`config.mk`:
```
export PLATFORM = sky130hd
export DESIGN_NAME = keypad_scan_offset_calibrator_core
export DESIGN_NICKNAME = d
export VERILOG_FILES = /design/src/rtl/ksoc_pkg.sv /design/src/rtl/keypad_scan_offset_calibrator_core.sv /design/src/rtl/ksoc_key_scan.sv /design/src/rtl/ksoc_entry.sv
export SDC_FILE = /design/constraint.sdc
export NUM_CORES = 1
export LEC_CHECK = 0
export ABC_AREA = 0
export BUFFER_PORTS_ARGS = -buffer_cell sky130_fd_sc_hd__buf_2
export CELL_PAD_IN_SITES_DETAIL_PLACEMENT = 0
export CELL_PAD_IN_SITES_GLOBAL_PLACEMENT = 1
export CORE_MARGIN = 2
export CORE_UTILIZATION = 37
export DETAILED_ROUTE_END_ITERATION = 16
export GPL_TIMING_DRIVEN = 0
export PLACE_DENSITY = 0.82
export SKIP_LAST_GASP = 1
export SYNTH_ARGS = -nofsm -noshare
export SYNTH_HDL_FRONTEND = slang
export SYNTH_SLANG_ARGS = --single-unit
```
`constraint.sdc`:
```
create_clock -name clk -period 12.1 [get_ports clk]
set_input_delay 0 -clock clk [delete_from_list [all_inputs] [get_ports clk]]
set_output_delay 0 -clock clk [all_outputs]
set_load 0.05 [all_outputs]
```
`src/rtl/ksoc_pkg.sv`:
```
// Shared types, constants and the key lookup table for the keypad scan
// offset calibrator. No dependencies.
package ksoc_pkg;

  // Digit entry limit and the width of the digit counter it implies
  localparam int MAX_DIGITS  = 3;
  localparam int DIGIT_CNT_W = $clog2(MAX_DIGITS + 1);

  // Field widths
  localparam int ROW_W    = 4;
  localparam int SAMPLE_W = 10;
  localparam int CODE_W   = 4;
  localparam int VALUE_W  = 10;
  localparam int TEMP_W   = 12;
  localparam int DEB_W    = 8;

  // Configuration port
  localparam int CFG_ADDR_W = 3;
  localparam int CFG_DATA_W = 32;
  localparam logic REG_DEBOUNCE_TICKS = 1'b0;
  localparam logic REG_ZERO_CODE      = 1'b1;

  localparam logic [DEB_W-1:0]    DEBOUNCE_RESET  = 8'd20;
  localparam logic [SAMPLE_W-1:0] ZERO_CODE_RESET = 10'd94;

  // Key codes
  localparam logic [CODE_W-1:0] KEY_STAR = 4'd10;
  localparam logic [CODE_W-1:0] KEY_HASH = 4'd11;
  localparam logic [CODE_W-1:0] KEY_NONE = 4'd0;

  localparam logic [VALUE_W-1:0] VALUE_MAX = 10'd1023;

  typedef struct packed {
    logic              valid;
    logic [CODE_W-1:0] code;
  } key_event_t;

  // Keypad layout: row 0 = 1 2 3, row 1 = 4 5 6, row 2 = 7 8 9, row 3 = * 0 #
  function automatic logic [CODE_W-1:0] key_lookup(input logic [1:0] row,
                                                   input logic [1:0] col);
    logic [CODE_W-1:0] code;
    case ({row, col})
      4'b00_00: code = 4'd1;
      4'b00_01: code = 4'd2;
      4'b00_10: code = 4'd3;
      4'b01_00: code = 4'd4;
      4'b01_01: code = 4'd5;
      4'b01_10: code = 4'd6;
      4'b10_00: code = 4'd7;
      4'b10_01: code = 4'd8;
      4'b10_10: code = 4'd9;
      4'b11_00: code = KEY_STAR;
      4'b11_01: code = 4'd0;
      4'b11_10: code = KEY_HASH;
      default:  code = KEY_NONE;
    endcase
    return code;
  endfunction

endpackage

```
`src/rtl/keypad_scan_offset_calibrator_core.sv`:
```
// Top level of the keypad scan offset calibrator: configuration registers,
// input register, result register and handshakes.
// Depends on ksoc_pkg, ksoc_key_scan and ksoc_entry.
//
// Usage
//   Input channel (in_valid / in_stall): one transaction per timer tick,
//   carrying the four keypad row lines and the latest converter sample.
//   Output channel (out_valid / out_stall): one result transaction per
//   input transaction, in order: column drive, detected key, entry status,
//   stored calibration offset and the displayed temperature.
//   Configuration: APB-style write/read of debounce_ticks (address 0) and
//   zero_code (address 4). pready is tied high. Write only while idle.
// Pipeline: input register, then result register
//   One transaction per cycle is sustained while out_stall is low: the
//   input register feeds the scan/entry logic, whose state and result
//   register update together.
// Reset
//   rst (synchronous) empties both stages, clears scan and entry state and
//   restores debounce_ticks = 20 and zero_code = 94.
// Stalls
//   While out_stall holds a result, the result register keeps it stable;
//   one more transaction waits in the input register, then in_stall rises.
module keypad_scan_offset_calibrator_core (
  input  logic                                   clk,
  input  logic                                   rst,
  // configuration port
  input  logic                                   psel,
  input  logic                                   penable,
  input  logic                                   pwrite,
  input  logic [ksoc_pkg::CFG_ADDR_W-1:0]        paddr,
  input  logic [ksoc_pkg::CFG_DATA_W-1:0]        pwdata,
  output logic [ksoc_pkg::CFG_DATA_W-1:0]        prdata,
  output logic                                   pready,
  // input channel
  input  logic                                   in_valid,
  output logic                                   in_stall,
  input  logic [ksoc_pkg::ROW_W-1:0]             row_lines,
  input  logic [ksoc_pkg::SAMPLE_W-1:0]          adc_sample,
  // output channel
  output logic                                   out_valid,
  input  logic                                   out_stall,
  output logic [2:0]                             column_drive,
  output logic                                   key_valid,
  output logic [ksoc_pkg::CODE_W-1:0]            key_code,
  output logic                                   entering,
  output logic [ksoc_pkg::VALUE_W-1:0]           entered_value,
  output logic [1:0]                             digit_count,
  output logic signed [ksoc_pkg::TEMP_W-1:0]     calibration_offset,
  output logic signed [ksoc_pkg::TEMP_W-1:0]     shown_temperature
);
  import ksoc_pkg::*;

  // Configuration registers
  logic [DEB_W-1:0]    debounce_ticks;
  logic [SAMPLE_W-1:0] zero_code;
  logic                cfg_write;

  // Input register
  logic                s1_valid;
  logic [ROW_W-1:0]    s1_rows;
  logic [SAMPLE_W-1:0] s1_sample;

  // Handshake control
  logic       out_free;
  logic       fire;
  logic       in_take;

  // Next result values from the logic between the two registers
  key_event_t               key_event;
  logic [2:0]               drive_next;
  logic                     entering_next;
  logic [VALUE_W-1:0]       value_next;
  logic [1:0]               count_next;
  logic signed [TEMP_W-1:0] offset_next;
  logic signed [TEMP_W-1:0] shown_next;

  assign pready    = 1'b1;
  assign cfg_write = psel && penable && pwrite && pready;

  always_ff @(posedge clk) begin
    if (rst) begin
      debounce_ticks <= DEBOUNCE_RESET;
      zero_code      <= ZERO_CODE_RESET;
    end else if (cfg_write) begin
      case (paddr[2])
        REG_DEBOUNCE_TICKS: debounce_ticks <= pwdata[DEB_W-1:0];
        REG_ZERO_CODE:      zero_code      <= pwdata[SAMPLE_W-1:0];
        default:            debounce_ticks <= debounce_ticks;
      endcase
    end
  end

  always_comb begin
    case (paddr[2])
      REG_DEBOUNCE_TICKS: prdata = CFG_DATA_W'(debounce_ticks);
      REG_ZERO_CODE:      prdata = CFG_DATA_W'(zero_code);
      default:            prdata = '0;
    endcase
  end

  // Result register is free when empty or being drained this cycle
  assign out_free = !out_valid || !out_stall;
  assign fire     = s1_valid && out_free;
  assign in_stall = s1_valid && !out_free;
  assign in_take  = in_valid && !in_stall;

  always_ff @(posedge clk) begin
    if (rst) begin
      s1_valid <= 1'b0;
    end else if (in_take) begin
      s1_valid <= 1'b1;
    end else if (fire) begin
      s1_valid <= 1'b0;
    end
  end

  always_ff @(posedge clk) begin
    if (in_take) begin
      s1_rows   <= row_lines;
      s1_sample <= adc_sample;
    end
  end

  ksoc_key_scan u_scan (
    .clk            (clk),
    .rst            (rst),
    .fire           (fire),
    .rows           (s1_rows),
    .debounce_ticks (debounce_ticks),
    .key_event      (key_event),
    .column_drive   (drive_next)
  );

  ksoc_entry u_entry (
    .clk                (clk),
    .rst                (rst),
    .fire               (fire),
    .key_event          (key_event),
    .adc_sample         (s1_sample),
    .zero_code          (zero_code),
    .entering           (entering_next),
    .entered_value      (value_next),
    .digit_count        (count_next),
    .calibration_offset (offset_next),
    .shown_temperature  (shown_next)
  );

  // Result register
  always_ff @(posedge clk) begin
    if (rst) begin
      out_valid <= 1'b0;
    end else if (out_free) begin
      out_valid <= s1_valid;
    end
  end

  always_ff @(posedge clk) begin
    if (fire) begin
      column_drive       <= drive_next;
      key_valid          <= key_event.valid;
      key_code           <= key_event.code;
      entering           <= entering_next;
      entered_value      <= value_next;
      digit_count        <= count_next;
      calibration_offset <= offset_next;
      shown_temperature  <= shown_next;
    end
  end

`ifndef SYNTHESIS
  a_drive_onehot: assert property (@(posedge clk) disable iff (rst)
    out_valid |-> $onehot(column_drive))
    else $error("column drive not one-hot");
  a_stall_needs_item: assert property (@(posedge clk) disable iff (rst)
    in_stall |-> s1_valid && out_valid)
    else $error("input stalled with room in the pipeline");
  a_hash_closes_entry: assert property (@(posedge clk) disable iff (rst)
    out_valid && key_valid && key_code == KEY_HASH |-> !entering)
    else $error("hash left entry open");
  a_no_key_code_zero: assert property (@(posedge clk) disable iff (rst)
    out_valid && !key_valid |-> key_code == KEY_NONE)
    else $error("key code set without a key");
`endif

endmodule

```
`src/rtl/ksoc_key_scan.sv`:
```
// Column scan, debounce counter and row-to-key decode.
// Depends on ksoc_pkg.
module ksoc_key_scan (
  input  logic                          clk,
  input  logic                          rst,
  input  logic                          fire,
  input  logic [ksoc_pkg::ROW_W-1:0]    rows,
  input  logic [ksoc_pkg::DEB_W-1:0]    debounce_ticks,
  output ksoc_pkg::key_event_t          key_event,
  output logic [2:0]                    column_drive
);
  import ksoc_pkg::*;

  logic [1:0]       column_index;
  logic [1:0]       column_index_next;
  logic [DEB_W-1:0] debounce_count;
  logic [DEB_W-1:0] debounce_count_next;
  logic             scanning;
  logic [1:0]       hit_row;

  assign scanning = (debounce_count == '0);

  // Lowest active row wins
  always_comb begin
    if (rows[0]) begin
      hit_row = 2'd0;
    end else if (rows[1]) begin
      hit_row = 2'd1;
    end else if (rows[2]) begin
      hit_row = 2'd2;
    end else begin
      hit_row = 2'd3;
    end
  end

  always_comb begin
    column_index_next   = column_index;
    debounce_count_next = debounce_count - DEB_W'(1);
    key_event.valid     = 1'b0;
    key_event.code      = KEY_NONE;
    if (scanning) begin
      column_index_next   = (column_index >= 2'd2) ? 2'd0 : column_index + 2'd1;
      debounce_count_next = '0;
      if (rows != '0) begin
        key_event.valid     = 1'b1;
        key_event.code      = key_lookup(hit_row, column_index_next);
        debounce_count_next = debounce_ticks;
      end
    end
  end

  always_comb begin
    case (column_index_next)
      2'd0:    column_drive = 3'b100;
      2'd1:    column_drive = 3'b010;
      default: column_drive = 3'b001;
    endcase
  end

  always_ff @(posedge clk) begin
    if (rst) begin
      column_index   <= '0;
      debounce_count <= '0;
    end else if (fire) begin
      column_index   <= column_index_next;
      debounce_count <= debounce_count_next;
    end
  end

`ifndef SYNTHESIS
  a_hit_reloads: assert property (@(posedge clk) disable iff (rst)
    fire && key_event.valid |=> debounce_count == $past(debounce_ticks))
    else $error("debounce counter not reloaded after key");
  a_no_scan_in_debounce: assert property (@(posedge clk) disable iff (rst)
    !scanning |-> !key_event.valid && column_index_next == column_index)
    else $error("scan advanced during debounce");
  a_column_range: assert property (@(posedge clk) disable iff (rst)
    fire |=> column_index != 2'd3)
    else $error("column index out of range");
`endif

endmodule

```
`src/rtl/ksoc_entry.sv`:
```
// Digit entry, calibration offset store and temperature reading.
// Depends on ksoc_pkg.
module ksoc_entry (
  input  logic                                clk,
  input  logic                                rst,
  input  logic                                fire,
  input  ksoc_pkg::key_event_t                key_event,
  input  logic [ksoc_pkg::SAMPLE_W-1:0]       adc_sample,
  input  logic [ksoc_pkg::SAMPLE_W-1:0]       zero_code,
  output logic                                entering,
  output logic [ksoc_pkg::VALUE_W-1:0]        entered_value,
  output logic [1:0]                          digit_count,
  output logic signed [ksoc_pkg::TEMP_W-1:0]  calibration_offset,
  output logic signed [ksoc_pkg::TEMP_W-1:0]  shown_temperature
);
  import ksoc_pkg::*;

  logic                      entry_active;
  logic                      entry_active_next;
  logic [VALUE_W-1:0]        value_accum;
  logic [VALUE_W-1:0]        value_accum_next;
  logic [DIGIT_CNT_W-1:0]    digits_taken;
  logic [DIGIT_CNT_W-1:0]    digits_taken_next;
  logic signed [TEMP_W-1:0]  offset_reg;
  logic signed [TEMP_W-1:0]  offset_reg_next;

  logic signed [SAMPLE_W:0]  delta;
  logic signed [SAMPLE_W:0]  half;
  logic signed [TEMP_W-1:0]  half_ext;
  logic [13:0]               shifted_value;
  logic [DIGIT_CNT_W+1:0]    digits_wide;

  // Halve toward zero: bias negatives by one before the shift
  assign delta    = $signed({1'b0, adc_sample}) - $signed({1'b0, zero_code});
  assign half     = (delta + $signed({{SAMPLE_W{1'b0}}, delta[SAMPLE_W]})) >>> 1;
  assign half_ext = TEMP_W'(half);

  assign shifted_value = 14'(value_accum) * 14'd10 + 14'(key_event.code);

  always_comb begin
    entry_active_next = entry_active;
    value_accum_next  = value_accum;
    digits_taken_next = digits_taken;
    offset_reg_next   = offset_reg;
    if (key_event.valid) begin
      if (key_event.code == KEY_STAR) begin
        value_accum_next  = '0;
        digits_taken_next = '0;
        entry_active_next = 1'b1;
      end else if (key_event.code == KEY_HASH) begin
        entry_active_next = 1'b0;
        offset_reg_next   = $signed(TEMP_W'(value_accum)) - half_ext;
      end else if (entry_active && digits_taken < DIGIT_CNT_W'(MAX_DIGITS)) begin
        value_accum_next  = (shifted_value > 14'(VALUE_MAX)) ? VALUE_MAX
                                                             : shifted_value[VALUE_W-1:0];
        digits_taken_next = digits_taken + DIGIT_CNT_W'(1);
      end
    end
  end

  assign digits_wide        = (DIGIT_CNT_W+2)'(digits_taken_next);
  assign entering           = entry_active_next;
  assign entered_value      = value_accum_next;
  assign digit_count        = (digits_wide > (DIGIT_CNT_W+2)'(3)) ? 2'd3 : digits_wide[1:0];
  assign calibration_offset = offset_reg_next;
  assign shown_temperature  = offset_reg_next + half_ext;

  always_ff @(posedge clk) begin
    if (rst) begin
      entry_active <= 1'b0;
      value_accum  <= '0;
      digits_taken <= '0;
      offset_reg   <= '0;
    end else if (fire) begin
      entry_active <= entry_active_next;
      value_accum  <= value_accum_next;
      digits_taken <= digits_taken_next;
      offset_reg   <= offset_reg_next;
    end
  end

`ifndef SYNTHESIS
  a_star_clears: assert property (@(posedge clk) disable iff (rst)
    fire && key_event.valid && key_event.code == KEY_STAR
    |=> entry_active && value_accum == '0 && digits_taken == '0)
    else $error("star did not open a clean entry");
  a_digits_bounded: assert property (@(posedge clk) disable iff (rst)
    digits_taken <= DIGIT_CNT_W'(MAX_DIGITS))
    else $error("digit counter past limit");
  a_offset_only_on_hash: assert property (@(posedge clk) disable iff (rst)
    fire && !(key_event.valid && key_event.code == KEY_HASH) |=> $stable(offset_reg))
    else $error("offset changed without hash");
`endif

endmodule
```
==> results.sh <==
export IMPL_layout_min_cycle_time_ns=7.12
export IMPL_worstPathArrival_ns=7.29
export IMPL_dieHeight_um=142
export IMPL_synth_cell_type_count=74
export IMPL_path_clk_slew_ns=0.06
export IMPL_worst_path_largest_cell_delay_ns=0.46
export IMPL_tritoncts="yes"
export IMPL_core_area_mm2=0.0188
export IMPL_hpwl_um=13400
export IMPL_start_kind="register"
export IMPL_die_extent_in_x_um=142
export IMPL_critPathMaxFanout=5
export IMPL_ff_latch_area_mm2=0.00287
export IMPL_synth_warnings=0
export IMPL_synth_edff_count=59
export IMPL_report_final_setup_viol=0
export IMPL_prevailing_post_synth_register_cell="edfxtp_1"
export IMPL_clock_latency_ns=0.42
export IMPL_tritoncts_num_sinks=114
export IMPL_largest_net_degree_at_the_start_of_global_routing=37
export IMPL_setup_total_negative_slack_ns=0
export IMPL_port_buffers=87
export IMPL_critPathRequiredTime_ns=12.26
export IMPL_leakagePower_nw=3.74
export IMPL_post_route_cells_drive_above_1_share=0.181
export IMPL_placed_cell_area_mm2=0.00792
export IMPL_worst_path_max_delay_cell="fa_1"
export IMPL_total_clock_buffers_created_by_cts=17
export IMPL_std_cell_rows=50
export IMPL_num_io_pins=136
export IMPL_setup_worst_path_class="register to register"
export IMPL_number_of_fill_cells=1832
export IMPL_start_util=0.378
export IMPL_yosysSeqAreaShare=0.405
export IMPL_power_density_mw_per_mm2=136
export IMPL_area_growth_syn_to_layout_pct=23.9
export IMPL_max_cap_viols=0
export IMPL_clock_tree_root_cell="clkbuf_16"
export IMPL_diodes=0
export IMPL_grt_total_usage=0.181
export IMPL_max_clock_path_buffers=2
export IMPL_detail_route_iter0_violations=413
export IMPL_fmax_mhz=140
export IMPL_gp_congestion=0.842
export IMPL_avgRoutedWirePerCell_um=15.3
export IMPL_groute_layer_met1_usage=0.247
export IMPL_final_period_utilization=0.589
export IMPL_report_final_slew_viol_count=0
export IMPL_die_area_mm2=0.0203
export IMPL_met3_usage=0.0367
export IMPL_worst_margin_slew_ns=0.911
export IMPL_run_status="completed"
export IMPL_drt_pass1_iterations=5
export IMPL_wl_um=18100
export IMPL_top_usage_layer="met2"
export IMPL_grt_setup_unrepaired="no"
export IMPL_viasPerCell=5.09
export IMPL_syn_area_per_cell_um2=9.14
export IMPL_peak_vdd_ir_mv=0.108
export IMPL_ant_nets=0
export IMPL_antenna_found_initial=0
export IMPL_report_final_hold_viol_count=0
export IMPL_finClkSkew_ns=0.00930
export IMPL_via_count=5998
export IMPL_critical_path_endpoint_type="register"
export IMPL_nets_final=1035
export IMPL_ctsHtreeMaxLevel=4
export IMPL_multi_input_area_mm2=0.00387
export IMPL_ys_async_sr_fraction=0
export IMPL_worst_slew_margin_rel=0.390
export IMPL_finalInstanceArea_mm2=0.00879
export IMPL_grt_pass1_wl_um=28900
export IMPL_met2_usage=0.287
export IMPL_synth_seq_cells=114
export IMPL_syn_cell_area_mm2=0.00709
export IMPL_drt_drc_violations_left=0
export IMPL_hp_class="input port to register"
export IMPL_grt_pass1_vias=5665
export IMPL_grt_overflow_total=0
export IMPL_postSynthCellCount=776
==> what timing repair did <==
item / CTS / global route
gates resized for setup: 0 / 0
buffers inserted: 0 / 0
hold buffers: 27 / 0
endpoints found under the hold margin: 34 / 0
==> Yosys cell counts, types with 4 or more instances <==
cell,n,area share
edfxtp_1,59,0.25
o21a_1,5,0.0053
nor3_1,14,0.0099
inv_1,37,0.020
nor2_1,79,0.042
nor2b_1,7,0.0062
nand3_1,11,0.0078
a21o_1,9,0.0095
mux2i_1,11,0.016
nand2b_1,4,0.0035
xnor2_1,32,0.040
a31oi_1,5,0.0044
nand4_1,4,0.0035
a211oi_1,10,0.011
mux2_2,8,0.013
dfxtp_1,55,0.16
buf_4,24,0.025
and2_1,7,0.0062
clkbuf_1,24,0.013
o21bai_1,5,0.0053
nor4_1,5,0.0044
nand2_1,92,0.049
a21oi_1,71,0.050
maj3_2,5,0.0079
ha_1,45,0.079
o31ai_1,5,0.0053
xor2_1,18,0.022
a211o_1,8,0.0099
o21ai_0,36,0.025
and3_1,7,0.0062
==> worst paths after layout <==
kind / start / end / slack (ns) / cells after the start
worst max-delay path: s1_sample[0]$_DFFE_PP_ / shown_temperature[11]$_DFFE_PP_ / 4.98 / 29
worst max register to register: s1_sample[0]$_DFFE_PP_ / shown_temperature[11]$_DFFE_PP_ / 4.98 / 29
worst min register to register: u_entry.offset_reg[4]$_SDFFE_PP0P_ / u_entry.offset_reg[4]$_SDFFE_PP0P_ / 0.46 / 2
worst min-delay path: rst / zero_code[4]$_SDFFE_PP1P_ / 0.09 / 2
==> cell type report <==
| cell class | count | area share |
|---|---|---|
| Buffer | 52 | 0.0328 |
| Clock inverter | 12 | 0.0105 |
| Clock buffer | 20 | 0.0570 |
| Timing Repair Buffer | 115 | 0.0826 |
| Tap cell | 234 | 0.0333 |
| Inverter | 38 | 0.0162 |
| Sequential cell | 114 | 0.327 |
| Multi-Input combinational cell | 593 | 0.441 |
==> placed cells by master, fill, tap and decap left out, types with 10 or more instances in the layout <==
cell type	synthesis	routed
a211oi_1	10	10
a21oi_1	71	71
buf_2	1	88
buf_4	24	24
clkbuf_1	24	23
clkbuf_16	0	20
conb_1	2	23
dfxtp_1	55	55
dlygate4sd3_1	0	27
edfxtp_1	59	59
ha_1	45	45
inv_1	37	37
mux2i_1	11	11
nand2_1	92	92
nand3_1	11	11
nor2_1	79	79
nor3_1	14	14
o21ai_0	36	36
xnor2_1	32	32
xor2_1	18	18
==> metal layers <==
layer	vias up	wire length, um
met5	-	0
li1	3048	-
met2	154	8010
met1	2773	8940
met4	0	289
met3	23	828
==> where the power goes <==
part	internal [W]	leakage [nW]	switching (W)
clock	0.000301	0.286	0.000196
sequential	0.000429	1.02	0.00000811
combinational	0.0000861	2.44	0.000176
total	0.000816	3.74	0.000380
==> cells by family after synthesis <==
logic type | after synthesis | synth area share
buffers and inverters | 90 | 0.0605
AO/OA/AOI/OAI | 192 | 0.175
multiplexers | 19 | 0.0282
other | 2 | 0.00106
adder cells (fa/ha/maj) | 54 | 0.0972
AND/OR/NAND/NOR | 253 | 0.164
flip-flops | 114 | 0.405
XOR/XNOR | 52 | 0.0681
==> stage by stage <==
step	hold WS, ns	utilization	total power (W)	cells	worst slack, ns
5_1_grt	0.140	0.468	0.00124	1178	4.43
4_1_cts	0.0802	0.468	0.00120	1178	4.97
3_3_place_gp	0.178	0.421	0.000695	1118	5.16
2_1_floorplan	0.0989	-	0.000641	797	5.89
3_5_place_dp	0.178	0.422	0.000698	1119	5.06
6_report	0.0926	0.468	0.00120	1178	4.98
==> critical path: cells and delay by family (launching register included) <==
family                   cells  cell delay [ns]
AO/OA/AOI/OAI               10             2.18
XOR/XNOR                     3             0.69
adder cells (fa/ha/maj)      9             2.84
buffers and inverters        2             0.13
flip-flops                   1             0.36
AND/OR/NAND/NOR              5             0.66
Note: power is estimated with default switching activity, not from simulation.
